===== src/hdl/pibd_pkg.sv =====
`timescale 1ns / 1ps
// Package for the pulse interval bit decoder: transaction payload types,
// configuration register set, command, class and register index codes.
// Depends on nothing.
package pibd_pkg;

   localparam int CSR_INDEX_W = 3;
   localparam int LATCH_BITS  = 40;
   localparam int FLAGS_W     = 4;

   localparam logic [1:0] KIND_START    = 2'd0;
   localparam logic [1:0] KIND_EDGE     = 2'd1;
   localparam logic [1:0] KIND_OVERFLOW = 2'd2;

   localparam logic [CSR_INDEX_W-1:0] CSR_ZERO_LOW    = 3'd0;
   localparam logic [CSR_INDEX_W-1:0] CSR_ZERO_HIGH   = 3'd1;
   localparam logic [CSR_INDEX_W-1:0] CSR_ONE_LOW     = 3'd2;
   localparam logic [CSR_INDEX_W-1:0] CSR_ONE_HIGH    = 3'd3;
   localparam logic [CSR_INDEX_W-1:0] CSR_START_LOW   = 3'd4;
   localparam logic [CSR_INDEX_W-1:0] CSR_START_HIGH  = 3'd5;
   localparam logic [CSR_INDEX_W-1:0] CSR_ERROR_ABOVE = 3'd6;

   localparam logic [7:0] RESET_ZERO_LOW    = 8'd71;
   localparam logic [7:0] RESET_ZERO_HIGH   = 8'd81;
   localparam logic [7:0] RESET_ONE_LOW     = 8'd118;
   localparam logic [7:0] RESET_ONE_HIGH    = 8'd128;
   localparam logic [7:0] RESET_START_LOW   = 8'd130;
   localparam logic [7:0] RESET_START_HIGH  = 8'd140;
   localparam logic [7:0] RESET_ERROR_ABOVE = 8'd201;

   localparam logic [2:0] CLS_NONE  = 3'd0;
   localparam logic [2:0] CLS_ZERO  = 3'd1;
   localparam logic [2:0] CLS_ONE   = 3'd2;
   localparam logic [2:0] CLS_START = 3'd3;
   localparam logic [2:0] CLS_ERROR = 3'd4;

   localparam int ST_STARTED  = 0;
   localparam int ST_ERROR    = 1;
   localparam int ST_FINISHED = 2;
   localparam int ST_SUM_OK   = 3;

   typedef struct packed {
      logic [1:0] kind;
      logic [7:0] interval;
   } req_type;

   typedef struct packed {
      logic       listening;
      logic       started;
      logic       finished;
      logic       checksum_ok;
      logic       error;
      logic [5:0] bits_received;
      logic [7:0] humidity_int;
      logic [7:0] humidity_frac;
      logic [7:0] temp_int;
      logic [7:0] temp_frac;
      logic [7:0] check_byte;
   } rsp_type;

   typedef struct packed {
      logic [7:0] zero_low;
      logic [7:0] zero_high;
      logic [7:0] one_low;
      logic [7:0] one_high;
      logic [7:0] start_low;
      logic [7:0] start_high;
      logic [7:0] error_above;
   } cfg_type;

endpackage


===== src/hdl/pibd_csr.sv =====
`timescale 1ns / 1ps
// Configuration registers of the pulse interval bit decoder: interval windows
// and the error threshold. Depends on pibd_pkg.
module pibd_csr (
   input  logic                              clock,
   input  logic                              reset,
   input  logic                              csr_valid,
   output logic                              csr_ready,
   input  logic [pibd_pkg::CSR_INDEX_W-1:0]  csr_index,
   input  logic [7:0]                        csr_wdata,
   output pibd_pkg::cfg_type                 cfg
);
   import pibd_pkg::*;

   cfg_type cfg_ff;
   cfg_type cfg_in;

   assign csr_ready = 1'b1;
   assign cfg       = cfg_ff;

   always_comb begin
      cfg_in = cfg_ff;
      if (csr_valid) begin
         case (csr_index)
            CSR_ZERO_LOW:    cfg_in.zero_low    = csr_wdata;
            CSR_ZERO_HIGH:   cfg_in.zero_high   = csr_wdata;
            CSR_ONE_LOW:     cfg_in.one_low     = csr_wdata;
            CSR_ONE_HIGH:    cfg_in.one_high    = csr_wdata;
            CSR_START_LOW:   cfg_in.start_low   = csr_wdata;
            CSR_START_HIGH:  cfg_in.start_high  = csr_wdata;
            CSR_ERROR_ABOVE: cfg_in.error_above = csr_wdata;
            default: ;
         endcase
      end
   end

   always_ff @(posedge clock) begin
      if (reset) begin
         cfg_ff.zero_low    <= RESET_ZERO_LOW;
         cfg_ff.zero_high   <= RESET_ZERO_HIGH;
         cfg_ff.one_low     <= RESET_ONE_LOW;
         cfg_ff.one_high    <= RESET_ONE_HIGH;
         cfg_ff.start_low   <= RESET_START_LOW;
         cfg_ff.start_high  <= RESET_START_HIGH;
         cfg_ff.error_above <= RESET_ERROR_ABOVE;
      end else begin
         cfg_ff <= cfg_in;
      end
   end

endmodule


===== src/hdl/pibd_classify.sv =====
`timescale 1ns / 1ps
// Interval classifier: sorts one edge interval into zero, one, start mark,
// error or nothing by the configured windows. Depends on pibd_pkg.
module pibd_classify (
   input  logic [7:0]        interval,
   input  pibd_pkg::cfg_type cfg,
   output logic [2:0]        cls
);
   import pibd_pkg::*;

   logic in_zero;
   logic in_one;
   logic in_start;
   logic too_long;

   assign in_zero  = (interval >= cfg.zero_low) && (interval <= cfg.zero_high);
   assign in_one   = (interval >= cfg.one_low) && (interval <= cfg.one_high);
   assign in_start = (interval >= cfg.start_low) && (interval <= cfg.start_high);
   assign too_long = interval > cfg.error_above;

   // The zero window wins over the one window, which wins over the start mark.
   always_comb begin
      if (in_zero) begin
         cls = CLS_ZERO;
      end else if (in_one) begin
         cls = CLS_ONE;
      end else if (in_start) begin
         cls = CLS_START;
      end else if (too_long) begin
         cls = CLS_ERROR;
      end else begin
         cls = CLS_NONE;
      end
   end

endmodule


===== src/hdl/pulse_interval_bit_decoder.sv =====
`timescale 1ns / 1ps
// Pipeline: an accepted transaction is held in the input register; the result
// register then loads from it when the state update advances.
// Throughput: one transaction per cycle unless the result output stalls, set by
// the input register feeding the single state update and result register stage.
// Reset: synchronous; clears the frame state and flags, stops listening and
// restores the window registers to their defaults.
// Top level of the pulse interval bit decoder. Depends on pibd_pkg,
// pibd_csr and pibd_classify.
module pulse_interval_bit_decoder #(
   parameter int FRAME_BITS = 40
) (
   input  logic                              clock,
   input  logic                              reset,
   input  logic                              req_valid,
   output logic                              req_ready,
   input  pibd_pkg::req_type                 req_data,
   output logic                              rsp_valid,
   input  logic                              rsp_ready,
   output pibd_pkg::rsp_type                 rsp_data,
   input  logic                              csr_valid,
   output logic                              csr_ready,
   input  logic [pibd_pkg::CSR_INDEX_W-1:0]  csr_index,
   input  logic [7:0]                        csr_wdata
);
   import pibd_pkg::*;

   localparam int CNT_W = $clog2(FRAME_BITS + 1);

   cfg_type                  cfg;
   logic [2:0]               cls;

   logic                     in_valid_ff;
   req_type                  in_ff;
   logic                     rsp_valid_ff;
   logic                     rsp_valid_in;
   rsp_type                  rsp_ff;
   rsp_type                  rsp_in;
   logic                     advance;

   logic                     active_ff;
   logic                     active_in;
   logic [FLAGS_W-1:0]       flags_ff;
   logic [FLAGS_W-1:0]       flags_in;
   logic [CNT_W-1:0]         count_ff;
   logic [CNT_W-1:0]         count_in;
   logic [FRAME_BITS-1:0]    shift_ff;
   logic [FRAME_BITS-1:0]    shift_in;
   logic [LATCH_BITS-1:0]    latch_ff;
   logic [LATCH_BITS-1:0]    latch_in;

   logic [FRAME_BITS-1:0]    shift_next;
   logic [CNT_W-1:0]         count_next;
   logic [LATCH_BITS+FRAME_BITS-1:0] shift_wide;
   logic [LATCH_BITS-1:0]    latch_next;
   logic [7:0]               sum;

   pibd_csr u_csr (
      .clock     (clock),
      .reset     (reset),
      .csr_valid (csr_valid),
      .csr_ready (csr_ready),
      .csr_index (csr_index),
      .csr_wdata (csr_wdata),
      .cfg       (cfg)
   );

   pibd_classify u_classify (
      .interval (in_ff.interval),
      .cfg      (cfg),
      .cls      (cls)
   );

   assign advance   = in_valid_ff && (!rsp_valid_ff || rsp_ready);
   assign req_ready = !in_valid_ff || advance;
   assign rsp_valid = rsp_valid_ff;
   assign rsp_data  = rsp_ff;

   assign shift_next = {shift_ff[FRAME_BITS-2:0], (cls == CLS_ONE)};
   assign count_next = count_ff + 1'b1;
   assign shift_wide = {{LATCH_BITS{1'b0}}, shift_next};
   assign latch_next = shift_wide[LATCH_BITS-1:0];
   assign sum = latch_next[39:32] + latch_next[31:24] + latch_next[23:16]
              + latch_next[15:8];

   always_comb begin
      active_in = active_ff;
      flags_in  = flags_ff;
      count_in  = count_ff;
      shift_in  = shift_ff;
      latch_in  = latch_ff;
      case (in_ff.kind)
         KIND_START: begin
            active_in = 1'b1;
            flags_in  = '0;
            count_in  = '0;
            shift_in  = '0;
            latch_in  = '0;
         end
         KIND_EDGE: begin
            if (active_ff) begin
               case (cls)
                  CLS_ZERO, CLS_ONE: begin
                     count_in = count_next;
                     shift_in = shift_next;
                     if (count_next == CNT_W'(FRAME_BITS)) begin
                        active_in = 1'b0;
                        shift_in  = '0;
                        latch_in  = latch_next;
                        flags_in[ST_FINISHED] = 1'b1;
                        if (sum == latch_next[7:0]) begin
                           flags_in[ST_SUM_OK] = 1'b1;
                        end else begin
                           flags_in[ST_ERROR] = 1'b1;
                        end
                     end
                  end
                  CLS_START: begin
                     flags_in = '0;
                     flags_in[ST_STARTED] = 1'b1;
                  end
                  CLS_ERROR: begin
                     flags_in[ST_ERROR] = 1'b1;
                     active_in = 1'b0;
                  end
                  default: ;
               endcase
            end
         end
         KIND_OVERFLOW: begin
            if (active_ff) begin
               flags_in[ST_ERROR] = 1'b1;
               active_in = 1'b0;
            end
         end
         default: ;
      endcase
   end

   always_comb begin
      rsp_in.listening     = active_in;
      rsp_in.started       = flags_in[ST_STARTED];
      rsp_in.finished      = flags_in[ST_FINISHED];
      rsp_in.checksum_ok   = flags_in[ST_SUM_OK];
      rsp_in.error         = flags_in[ST_ERROR];
      rsp_in.bits_received = 6'(count_in);
      rsp_in.humidity_int  = latch_in[39:32];
      rsp_in.humidity_frac = latch_in[31:24];
      rsp_in.temp_int      = latch_in[23:16];
      rsp_in.temp_frac     = latch_in[15:8];
      rsp_in.check_byte    = latch_in[7:0];
   end

   assign rsp_valid_in = advance || (rsp_valid_ff && !rsp_ready);

   always_ff @(posedge clock) begin
      if (reset) begin
         in_valid_ff  <= 1'b0;
         rsp_valid_ff <= 1'b0;
         active_ff    <= 1'b0;
         flags_ff     <= '0;
         count_ff     <= '0;
         shift_ff     <= '0;
         latch_ff     <= '0;
      end else begin
         if (req_ready) begin
            in_valid_ff <= req_valid;
         end
         rsp_valid_ff <= rsp_valid_in;
         if (advance) begin
            active_ff <= active_in;
            flags_ff  <= flags_in;
            count_ff  <= count_in;
            shift_ff  <= shift_in;
            latch_ff  <= latch_in;
         end
      end
   end

   always_ff @(posedge clock) begin
      if (req_valid && req_ready) begin
         in_ff <= req_data;
      end
      if (advance) begin
         rsp_ff <= rsp_in;
      end
   end

`ifndef NO_ASSERTIONS
   a_listen_below_frame: assert property (@(posedge clock) disable iff (reset)
      active_ff |-> (count_ff < CNT_W'(FRAME_BITS)))
      else $error("Decoder is listening with a full frame count.");

   a_sumok_needs_finish: assert property (@(posedge clock) disable iff (reset)
      flags_ff[ST_SUM_OK] |-> flags_ff[ST_FINISHED] && !active_ff)
      else $error("Checksum flag is set without a finished frame.");

   a_start_clears: assert property (@(posedge clock) disable iff (reset)
      (advance && in_ff.kind == KIND_START) |=>
         active_ff && count_ff == '0 && flags_ff == '0)
      else $error("Start transaction did not clear the frame state.");

   a_advance_gives_result: assert property (@(posedge clock) disable iff (reset)
      advance |=> rsp_valid_ff)
      else $error("Processed transaction did not produce a result.");

   a_stall_holds_input: assert property (@(posedge clock) disable iff (reset)
      (in_valid_ff && !advance) |=> in_valid_ff && $stable(in_ff))
      else $error("Pending input transaction was lost or changed.");
`endif

endmodule

===== config.mk =====
export PLATFORM = sky130hd
export DESIGN_NAME = pulse_interval_bit_decoder
export DESIGN_NICKNAME = d
export VERILOG_FILES = /design/src/hdl/pibd_pkg.sv /design/src/hdl/pibd_csr.sv /design/src/hdl/pibd_classify.sv /design/src/hdl/pulse_interval_bit_decoder.sv
export SDC_FILE = /design/constraint.sdc
export NUM_CORES = 1
export LEC_CHECK = 0
export BUFFER_PORTS_ARGS = -buffer_cell sky130_fd_sc_hd__buf_2
export CAP_MARGIN = 40
export CORE_MARGIN = 3
export CORE_UTILIZATION = 30
export DETAILED_ROUTE_END_ITERATION = 10
export SYNTH_ARGS = -nofsm -noshare
export SYNTH_HDL_FRONTEND = slang
export SYNTH_SLANG_ARGS = --single-unit

===== constraint.sdc =====
create_clock -name clock -period 9.2 [get_ports clock]
set_clock_uncertainty 0.1 [all_clocks]
set_input_delay 0.92 -clock clock [delete_from_list [all_inputs] [get_ports clock]]
set_output_delay 0.92 -clock clock [all_outputs]
set_load 0.02 [all_outputs]

[After elaboration in Yosys (flattened, before gate mapping)]
Index checks and enable logic that the tools add are counted.
Word-level totals
  bits of input ports: 26
  register bits: 209
  output and inout bits: 54
  logic and storage cells: 108
Cells by class
  reduce and logical (&&, ||, !) cells: 24
  order comparisons: 7
  eq/ne operators: 16
  add/sub/neg operators: 4
  mux-type cells: 30
Operators by type and width (count)
  $mux W40: 3
  $mux W39: 3
  $pmux W40 S2: 1
  $pmux W39 S2: 1
  $add A8 B8 Y8: 3
  $ge A8 B8 Y1: 3
  $le A8 B8 Y1: 3
  $mux W3: 5
  $reduce_and A2 Y1: 7
  $eq A3 B2 Y1 const B: 4
  $eq A3 B3 Y1 const B: 4
  $mux W6: 2
  $pmux W6 S2: 1
  $pmux W1 S3: 3
  $eq A8 B8 Y1: 1
  $gt A8 B8 Y1: 1
  $pmux W2 S2: 2
  $add A6 B1 Y6 const B: 1
  $eq A3 B1 Y1 const B: 2
  $eq A6 B6 Y1 const B: 1
  $logic_and A1 B1 Y1: 6
  $mux W1: 6
  $mux W4: 1
  $pmux W1 S2: 2
  11 further kinds: 15

[Longest topological paths before layout]
Gate-level depths: netlist of run 1.
  depth after elaboration: 12
  gate-level depth with buffers: 15
  depth with buffers taken out: 15

[Hierarchy]
Synthesis of run 1 repeated with hierarchy kept, for this count alone.
Unflattened totals
  cells, all modules: 983
  area total of the unflattened synthesis: 10193.5 µm²
Modules (own cells, without submodules)
  pulse_interval_bit_decoder: instances 1, cells an instance 584, area an instance 6502.5 µm²
  pibd_csr: instances 1, cells an instance 209, area an instance 2224.6 µm²
  pibd_classify: instances 1, cells an instance 190, area an instance 1466.4 µm²

[Least setup slack after synthesis of run 1]
No wires, ideal clock.
  kind: input port to flip-flop
  start: input rsp_ready
  end: register shift_ff[32]
  data required time: 9.029 ns
  path buffers: 2
  stages on the path: 9
  setup time: 0.071 ns
  arrival: 3.440 ns
  slack: 5.590 ns
  cells stage by stage: nor2b_1 nand2b_1 inv_1 nand2_1 a21oi_2 buf_2 buf_4 nand3_1 a21oi_1
On the way
  word-level cells in the longest chain between the ends: 3
RTL lines
  start, declared: RTL line pulse_interval_bit_decoder.sv:19  | input logic rsp_ready,
  $logic_or A1 B1 Y1: RTL line pulse_interval_bit_decoder.sv:74  | assign advance = in_valid_ff && (!rsp_valid_ff || rsp_ready);
  $logic_and A1 B1 Y1: RTL line pulse_interval_bit_decoder.sv:74
  net advance: RTL line pulse_interval_bit_decoder.sv:39  | logic advance;
  $reduce_and A4 Y1 (no line)
  end signal, assigned: RTL line pulse_interval_bit_decoder.sv:174  | shift_ff <= shift_in;
  end, declared: RTL line pulse_interval_bit_decoder.sv:47  | logic [FRAME_BITS-1:0] shift_ff;
The timed path passes the listed nets, and every way through them passes these cells.
A chain may end at the register's enable or synchronous reset.

[Worst setup path after layout of run 1]
  start: register in_ff[0] in the netlist's numbering
  end: register shift_ff[4]
On the way
  word-level cells in the longest chain between the ends: 9
  elaborated cells between the ends (all ways): 19
  those cells by class: order compare: 7; eq/ne: 3; mux: 4; reduce/logical: 5
RTL lines
  start, declared: RTL line pulse_interval_bit_decoder.sv:34  | req_type in_ff;
  start signal, assigned: RTL line pulse_interval_bit_decoder.sv:182  | in_ff <= req_data;
  $gt A8 B8 Y1, or another cell as far along: RTL line pibd_classify.sv:19  | assign too_long = interval > cfg.error_above;
  $mux W3 or $logic_and A1 B1 Y1 (tied branches): RTL line pibd_classify.sv:29, pibd_classify.sv:18
  $mux W3: RTL line pibd_classify.sv:27  | end else if (in_start) begin
  $mux W3: RTL line pibd_classify.sv:25  | end else if (in_one) begin
  $mux W3 *: RTL line pibd_classify.sv:23  | if (in_zero) begin
  $eq A3 B2 Y1 or $eq A3 B1 Y1 (tied branches): RTL line pulse_interval_bit_decoder.sv:102  | case (cls)
  $reduce_or A2 Y1 *: RTL line pulse_interval_bit_decoder.sv:102
  $ne A2 B1 Y1 (no line) *
  $reduce_and A4 Y1 (no line) *
Every way passes the cells marked *; elsewhere a longest branch is shown, timed or not.

==> flow_summary.json, run 1 <==
{
  "status": "finished, final reports clean",
  "cp.required_ps": 9530,
  "synth_edf_count": 61,
  "grt_max_degree": 67,
  "final_common_cell": "dfxtp_1",
  "finalSetupTns_ps": 0,
  "postLayoutCoreUtil": 0.355,
  "vias": 7496,
  "cp-start-kind": "flop",
  "die_h_um": 187,
  "synthArstFlopShare": 0,
  "power-per-cell-area_mw_per_mm2": 180,
  "pin_count": 80,
  "hold_buffers": 0,
  "critical_path_class": "flop to flop",
  "min_period_ps": 3860,
  "cts_tree": "built",
  "period_share": 0.420,
  "power_switching_uw": 492,
  "endpoint_kind": "flop",
  "worstMarginPinSlew_ps": 894,
  "insertion_delay_ps": 520,
  "cts_sinks": 209,
  "ir_worst_vdd_mv": 0.144,
  "cts_buffer_depth": 3,
  "die_area_mm2": 0.0350,
  "max_cap_viol_count": 0,
  "seq_area_frac_synth": 0.487,
  "core_mm2": 0.0320,
  "die_w_um": 187,
  "gp_congestion": 0.815,
  "synth_area_mm2": 0.00984,
  "hp-class": "flop to flop",
  "ant_nets": 0,
  "hold_violations": 0,
  "wirelength_um": 23500,
  "rows": 65,
  "hpwlAfterDp_um": 15500,
  "avgSynthCellArea_um2": 9.85,
  "start_util": 0.308,
  "synth_warnings": 0,
  "setup_viol": 0,
  "slew_viol_final": 0,
  "cts-root-buf": "clkbuf_16",
  "viasPerCell": 4.96,
  "total_power_uw": 2040,
  "pwr-share-clk": 0.445,
  "syn_inst": 999,
  "grt_pass1_wl_um": 39200,
  "cts_setup_buffers": 0,
  "syn_to_final_growth_pct": 15.3,
  "sequentialPowerShare": 0.483,
  "switching_share": 0.241,
  "relSlewSlack": 0.404,
  "drc": 0,
  "syn_nets": 1103,
  "grt_overflow": 0,
  "comb_power_share": 0.072,
  "intPower_uw": 1550,
  "arrival_ps": 4190,
  "num_antenna_cells": 0,
  "final_net_count": 1162,
  "rsz0062_at_grt": "false",
  "wl_per_cell_um": 15.6,
  "fmax_mhz": 259,
  "drt_iter0_drc": 409,
  "leakagePower_uw": 0.00425,
  "final_cell_mix": "dfxtp_1 (148), nand2_1 (144), a21oi_1 (101), a22o_1 (79), buf_2 (79)",
  "drt_pass1_iterations": 7,
  "drive_above_1_share": 0.134,
  "io_buffers": 78,
  "ys_ff_latch": 209,
  "cts_resized": 0,
  "synth.distinct_cells": 59,
  "antenna_found_initial": 0,
  "synth_ff_type": "dfxtp_1",
  "cts_buffers": 25,
  "grt_usage": 0.133,
  "fillers": 3232,
  "clk_pin_slew_ps": 60,
  "grt_pass1_vias": 7405,
  "htreeDepth": 1,
  "crit_fanout": 41
}
[worst max-delay path, stage by stage (launching register included)]
cell,delay (ps)
edfxtp_1,360
inv_1,240
ha_1,300
nand2b_4,140
a2111oi_2,350
nor3_1,100
o32a_2,400
o21ai_2,710
a21o_2,750
nand2_1,120
a21oi_1,150
[layer usage]
metal / global-route usage / vias to the layer above / share of wire / wire, um
li1: - / 3696 / - / -
met1: 0.179 / 3594 / 0.47 / 11000
met2: 0.223 / 173 / 0.46 / 10900
met3: 0.0219 / 33 / 0.045 / 1050
met4: 0.0343 / 0 / 0.023 / 542
met5: 0 / - / 0 / 0
[per-stage QoR]
step | setup WS [ps] | instance area [um^2] | hold slack (ps) | cells
2_1_floorplan | 5590 | 9840 | 336 | 999
3_3_place_gp | 5360 | 10600 | 344 | 1465
3_5_place_dp | 5360 | 10600 | 347 | 1466
4_1_cts | 5320 | 11300 | 355 | 1511
5_1_grt | 4950 | 11300 | 369 | 1511
6_report | 5340 | 11300 | 354 | 1511
[power by group through the flow]
| stage | registers [uW] | logic, uW | clock network, uW |
|---|---|---|---|
| 4_1_cts | 984 | 148 | 933 |
| 3_5_place_dp | 1000 | 148 | 0 |
| 2_1_floorplan | 1010 | 88.4 | 0 |
| 5_1_grt | 985 | 165 | 970 |
| 3_3_place_gp | 1000 | 145 | 0 |
| 6_report | 984 | 147 | 908 |
[Yosys cell counts (all sizes together), types with 7 or more instances]
cell type,n,area [um^2]
nand2b,9,71.3
nand2,145,544
o211ai,20,150
buf,22,133
fa,14,280
nand3,49,245
nor2b,7,43.8
clkbuf,33,124
nand4,10,62.6
inv,74,278
nor2,35,131
a21oi,104,532
o21ai,28,144
xnor2,15,131
a22o,79,692
nor3,15,80.1
ha,64,801
dfxtp,148,2960
edfxtp,61,1830
[kinds of logic after synthesis]
| kind of cell | count (synthesis) | share of synthesized area |
|---|---|---|
| multiplexers | 5 | 0.00509 |
| adder cells (fa/ha/maj) | 78 | 0.110 |
| flip-flops | 209 | 0.487 |
| other | 1 | 0.000381 |
| AO/OA/AOI/OAI | 269 | 0.191 |
| XOR/XNOR | 17 | 0.0151 |
| buffers and inverters | 129 | 0.0543 |
| AND/OR/NAND/NOR | 291 | 0.137 |
[final timing paths]
path / start / endpoint / slack (ps) / depth (start not counted)
worst max-delay path: in_ff[0] / shift_ff[4] / 5340 / 10
worst min-delay path: u_csr.cfg[1] / u_csr.cfg[1] / 350 / 2
worst max register to register: in_ff[0] / shift_ff[4] / 5340 / 10
worst min register to register: u_csr.cfg[1] / u_csr.cfg[1] / 350 / 2
[final cells by class]
type / instances / area [um^2] / area share
sequential: 209 / 4790 / 0.423
multi-input combinational: 661 / 4530 / 0.399
clock buffer: 36 / 667 / 0.0588
tap: 435 / 544 / 0.0480
timing repair buffer: 87 / 455 / 0.0401
inverter: 74 / 278 / 0.0245
clock inverter: 9 / 77.6 / 0.00684
[flip-flops by register name, summed over array words and instances (netlist names)]
register     cells
in_valid_ff      1
rsp_data        51
flags_ff         4
shift_ff        39
latch_ff        40
active_ff        1
rsp_valid        1
in_ff           10
count_ff         6
u_csr.cfg       56
(Power assumes the default switching activity.)
==> inputs of run 2 (changes only) <==
--- a/config.mk
+++ b/config.mk
@@ -5,6 +5,7 @@
 export SDC_FILE = /design/constraint.sdc
 export NUM_CORES = 1
 export LEC_CHECK = 0
+export ABC_AREA = 1
 export BUFFER_PORTS_ARGS = -buffer_cell sky130_fd_sc_hd__buf_2
 export CAP_MARGIN = 40
 export CORE_MARGIN = 3
==> constraint.sdc (replaced) <==
create_clock -name clock -period 3.7 [get_ports clock]
set_clock_uncertainty 0.1 [all_clocks]
set_input_delay 0.37 -clock clock [delete_from_list [all_inputs] [get_ports clock]]
set_output_delay 0.37 -clock clock [all_outputs]
set_load 0.02 [all_outputs]
==> flow_summary.json, run 2 <==
{
  "period_share": 0.953,
  "arrival_ps": 3700,
  "relSlewSlack": 0.559,
  "largest_reg_flops": 56,
  "cts-root-buf": "clkbuf_16",
  "worstMarginPinSlew_ps": 658,
  "worstPathCellList": "fa_1, inv_1, fa_1, inv_1, ha_2, inv_2, fa_1, xor2_1, nand2_1, nor2_1, nand2_1, nor2_1, nand3_1, nor2_1, nand2_1, nand2_1, nand2_1, nand3_2, nand3_1",
  "critical_path_class": "flop to flop",
  "cp.required_ps": 3880,
  "max_stage_delay_ps": 530,
  "synth_top_cell_by_area": "dfxtp_1",
  "crit_fanout": 4,
  "endpoint_kind": "flop",
  "ir_worst_vdd_mv": 0.311,
  "rows": 68,
  "slew_viol_final": 0,
  "htreeDepth": 1,
  "seq_area_frac_synth": 0.451,
  "syn_inst": 1288,
  "hp-class": "input pin to flop",
  "drt_iter0_drc": 454,
  "cts_buffer_depth": 3,
  "power-per-cell-area_mw_per_mm2": 431,
  "vias": 8745,
  "final_common_cell": "nand2_1",
  "cts_tree": "built",
  "r2r-end": "rsp_data[46]",
  "hp-start": "req_valid",
  "grt_overflow": 0,
  "synth_ff_type": "dfxtp_1",
  "rrSetupSlack_ps": 170,
  "r2r_cells": 19,
  "die_w_um": 194,
  "avgSynthCellArea_um2": 8.26,
  "grt_usage": 0.137,
  "place_ws_ps": 123,
  "wl_per_cell_um": 14.4,
  "status": "finished, final reports clean",
  "hold_violations": 0,
  "rsz0062_at_grt": "true",
  "crit_top_cell": "nand2_1",
  "final_net_count": 1464,
  "syn_to_final_growth_pct": 17.0,
  "synth_area_mm2": 0.0106,
  "clk_pin_slew_ps": 60,
  "io_buffers": 78,
  "drc": 0,
  "grt_pass1_wl_um": 43200,
  "die_h_um": 194,
  "drive_above_1_share": 0.125,
  "fmax_mhz": 284,
  "synthArstFlopShare": 0,
  "postLayoutCoreUtil": 0.358,
  "setup_viol": 0,
  "total_power_uw": 5360,
  "synth_warnings": 0,
  "ant_nets": 0,
  "crit_start": "shift_ff[8]",
  "viasPerCell": 4.77,
  "cts_buffers": 25,
  "ys_ff_latch": 209,
  "synth.distinct_cells": 44,
  "instances_no_fill": 1835,
  "grt_max_degree": 64,
  "gp_congestion": 0.831,
  "wirelength_um": 26300,
  "start_util": 0.306,
  "synth.area.top_cells": "dfxtp_1 (28%), edfxtp_1 (17%), nand2_1 (11%), ha_1 (7.5%), a21oi_1 (7.2%)",
  "insertion_delay_ps": 520,
  "critPathTopFamily": "adder cells",
  "antenna_found_initial": 1,
  "synth.top_cell.area_share": 0.279,
  "drt_pass1_iterations": 5,
  "worstReg2RegStart": "shift_ff[8]",
  "final_cell_mix": "nand2_1 (304), a21oi_1 (152), dfxtp_1 (146), inv_1 (140), buf_2 (78)",
  "grt_pass1_vias": 8134,
  "synth_commonest_cells": "nand2_1 (304), a21oi_1 (153), dfxtp_1 (148), inv_1 (141)",
  "dp_cells": 1778,
  "cp-start-kind": "flop",
  "min_delay_path_depth": 3,
  "min_to": "in_valid_ff",
  "syn_nets": 1392,
  "pin_count": 80,
  "worstSetupPathDepth": 19,
  "leakagePower_uw": 0.00522,
  "max_cap_viol_count": 0,
  "path_buf_inv": 3,
  "setup_ws_ps": 173,
  "die_area_mm2": 0.0377,
  "core_mm2": 0.0347,
  "min_period_ps": 3530,
  "synthMostInstantiatedCell": "nand2_1",
  "cts_sinks": 209,
  "synth_edf_count": 61,
  "crit_slowest_cell": "fa_1",
  "hpwlAfterDp_um": 17800
}
[run 2: changes by cell type after synthesis, sizes merged, moves of 9 or more]
cell	before	now
o211ai	20	36
nor3	15	2
o2111ai	0	16
a21oi	104	153
nand2b	9	0
inv	74	144
nor2	35	68
xnor2	15	3
a211oi	3	12
or2	0	19
nand2	145	306
o21ai	28	90
a22o	79	0
[run 2: layout make-up]
type | count | area (um^2)
flip-flops and latches | 209 | 4800
inverters | 145 | 549
repair buffers | 106 | 671
clock inverters | 9 | 57.6
clock buffers | 37 | 763
well taps | 455 | 569
fillers | 3622 | 22300
diodes | 1 | 2.50
multi-input cells | 873 | 5030
[run 2: logic make-up (layout without fill, tap and decap cells)]
kind of cell / count (synthesis) / count (layout) / synth area share
adders and majority gates: 78 / 78 / 0.102
xor gates and xnor gates: 9 / 9 / 0.00871
and+or+nand+nor: 460 / 460 / 0.180
AOI/OAI and AO/OA: 325 / 325 / 0.181
buffers and inverters: 206 / 297 / 0.0778
other: 1 / 2 / 0.000353
DFF: 209 / 209 / 0.451
[run 2: worst max-delay path by stage]
stage / slack (ps) / endpoint
3_5_place_dp: 120 / rsp_data[46]
5_1_grt: -100 / rsp_data[46]
6_report: 170 / rsp_data[46]
2_1_floorplan: 390 / rsp_data[46]
3_3_place_gp: 210 / rsp_data[46]
4_1_cts: 120 / rsp_data[46]
[run 2: per-layer routing]
| layer | routed length, um | GRT usage | vias to the layer above | part of all wire |
|---|---|---|---|---|
| li1 | - | - | 4467 | - |
| met1 | 13000 | 0.199 | 4066 | 0.49 |
| met2 | 11400 | 0.211 | 166 | 0.43 |
| met3 | 1140 | 0.0191 | 46 | 0.043 |
| met4 | 815 | 0.0441 | 0 | 0.031 |
| met5 | 0 | 0 | - | 0 |
[run 2: what timing repair did]
action | CTS | global route
setup buffers | 0 | 0
hold buffers | 10 | 0
endpoints found under the hold margin | 10 | 0
endpoints found under the setup margin | 0 | 4
gates resized for setup | 0 | 7
[run 2: stage by stage]
step | TNS (ps) | hold WS [ps] | area (um^2)
2_1_floorplan | 0 | 335 | 10600
3_3_place_gp | 0 | 343 | 11500
3_5_place_dp | 0 | 352 | 11500
4_1_cts | 0 | 0.807 | 12400
5_1_grt | -190 | 28.2 | 12400
6_report | 0 | 30.0 | 12400
[run 2: where the power goes]
part           total, uW  leakage (uW)  internal (uW)  switching, uW
clock               2420      0.000409           1430            986
combinational        483       0.00304            157            326
sequential          2460       0.00177           2420           40.7
total               5360       0.00522           4010           1350
[run 2: tightest hold or removal path, delay by kind of cell]
kind / cells / cell delay, ps
compound gates: 1 / 60
buf+inv: 1 / 90
simple gates: 1 / 70
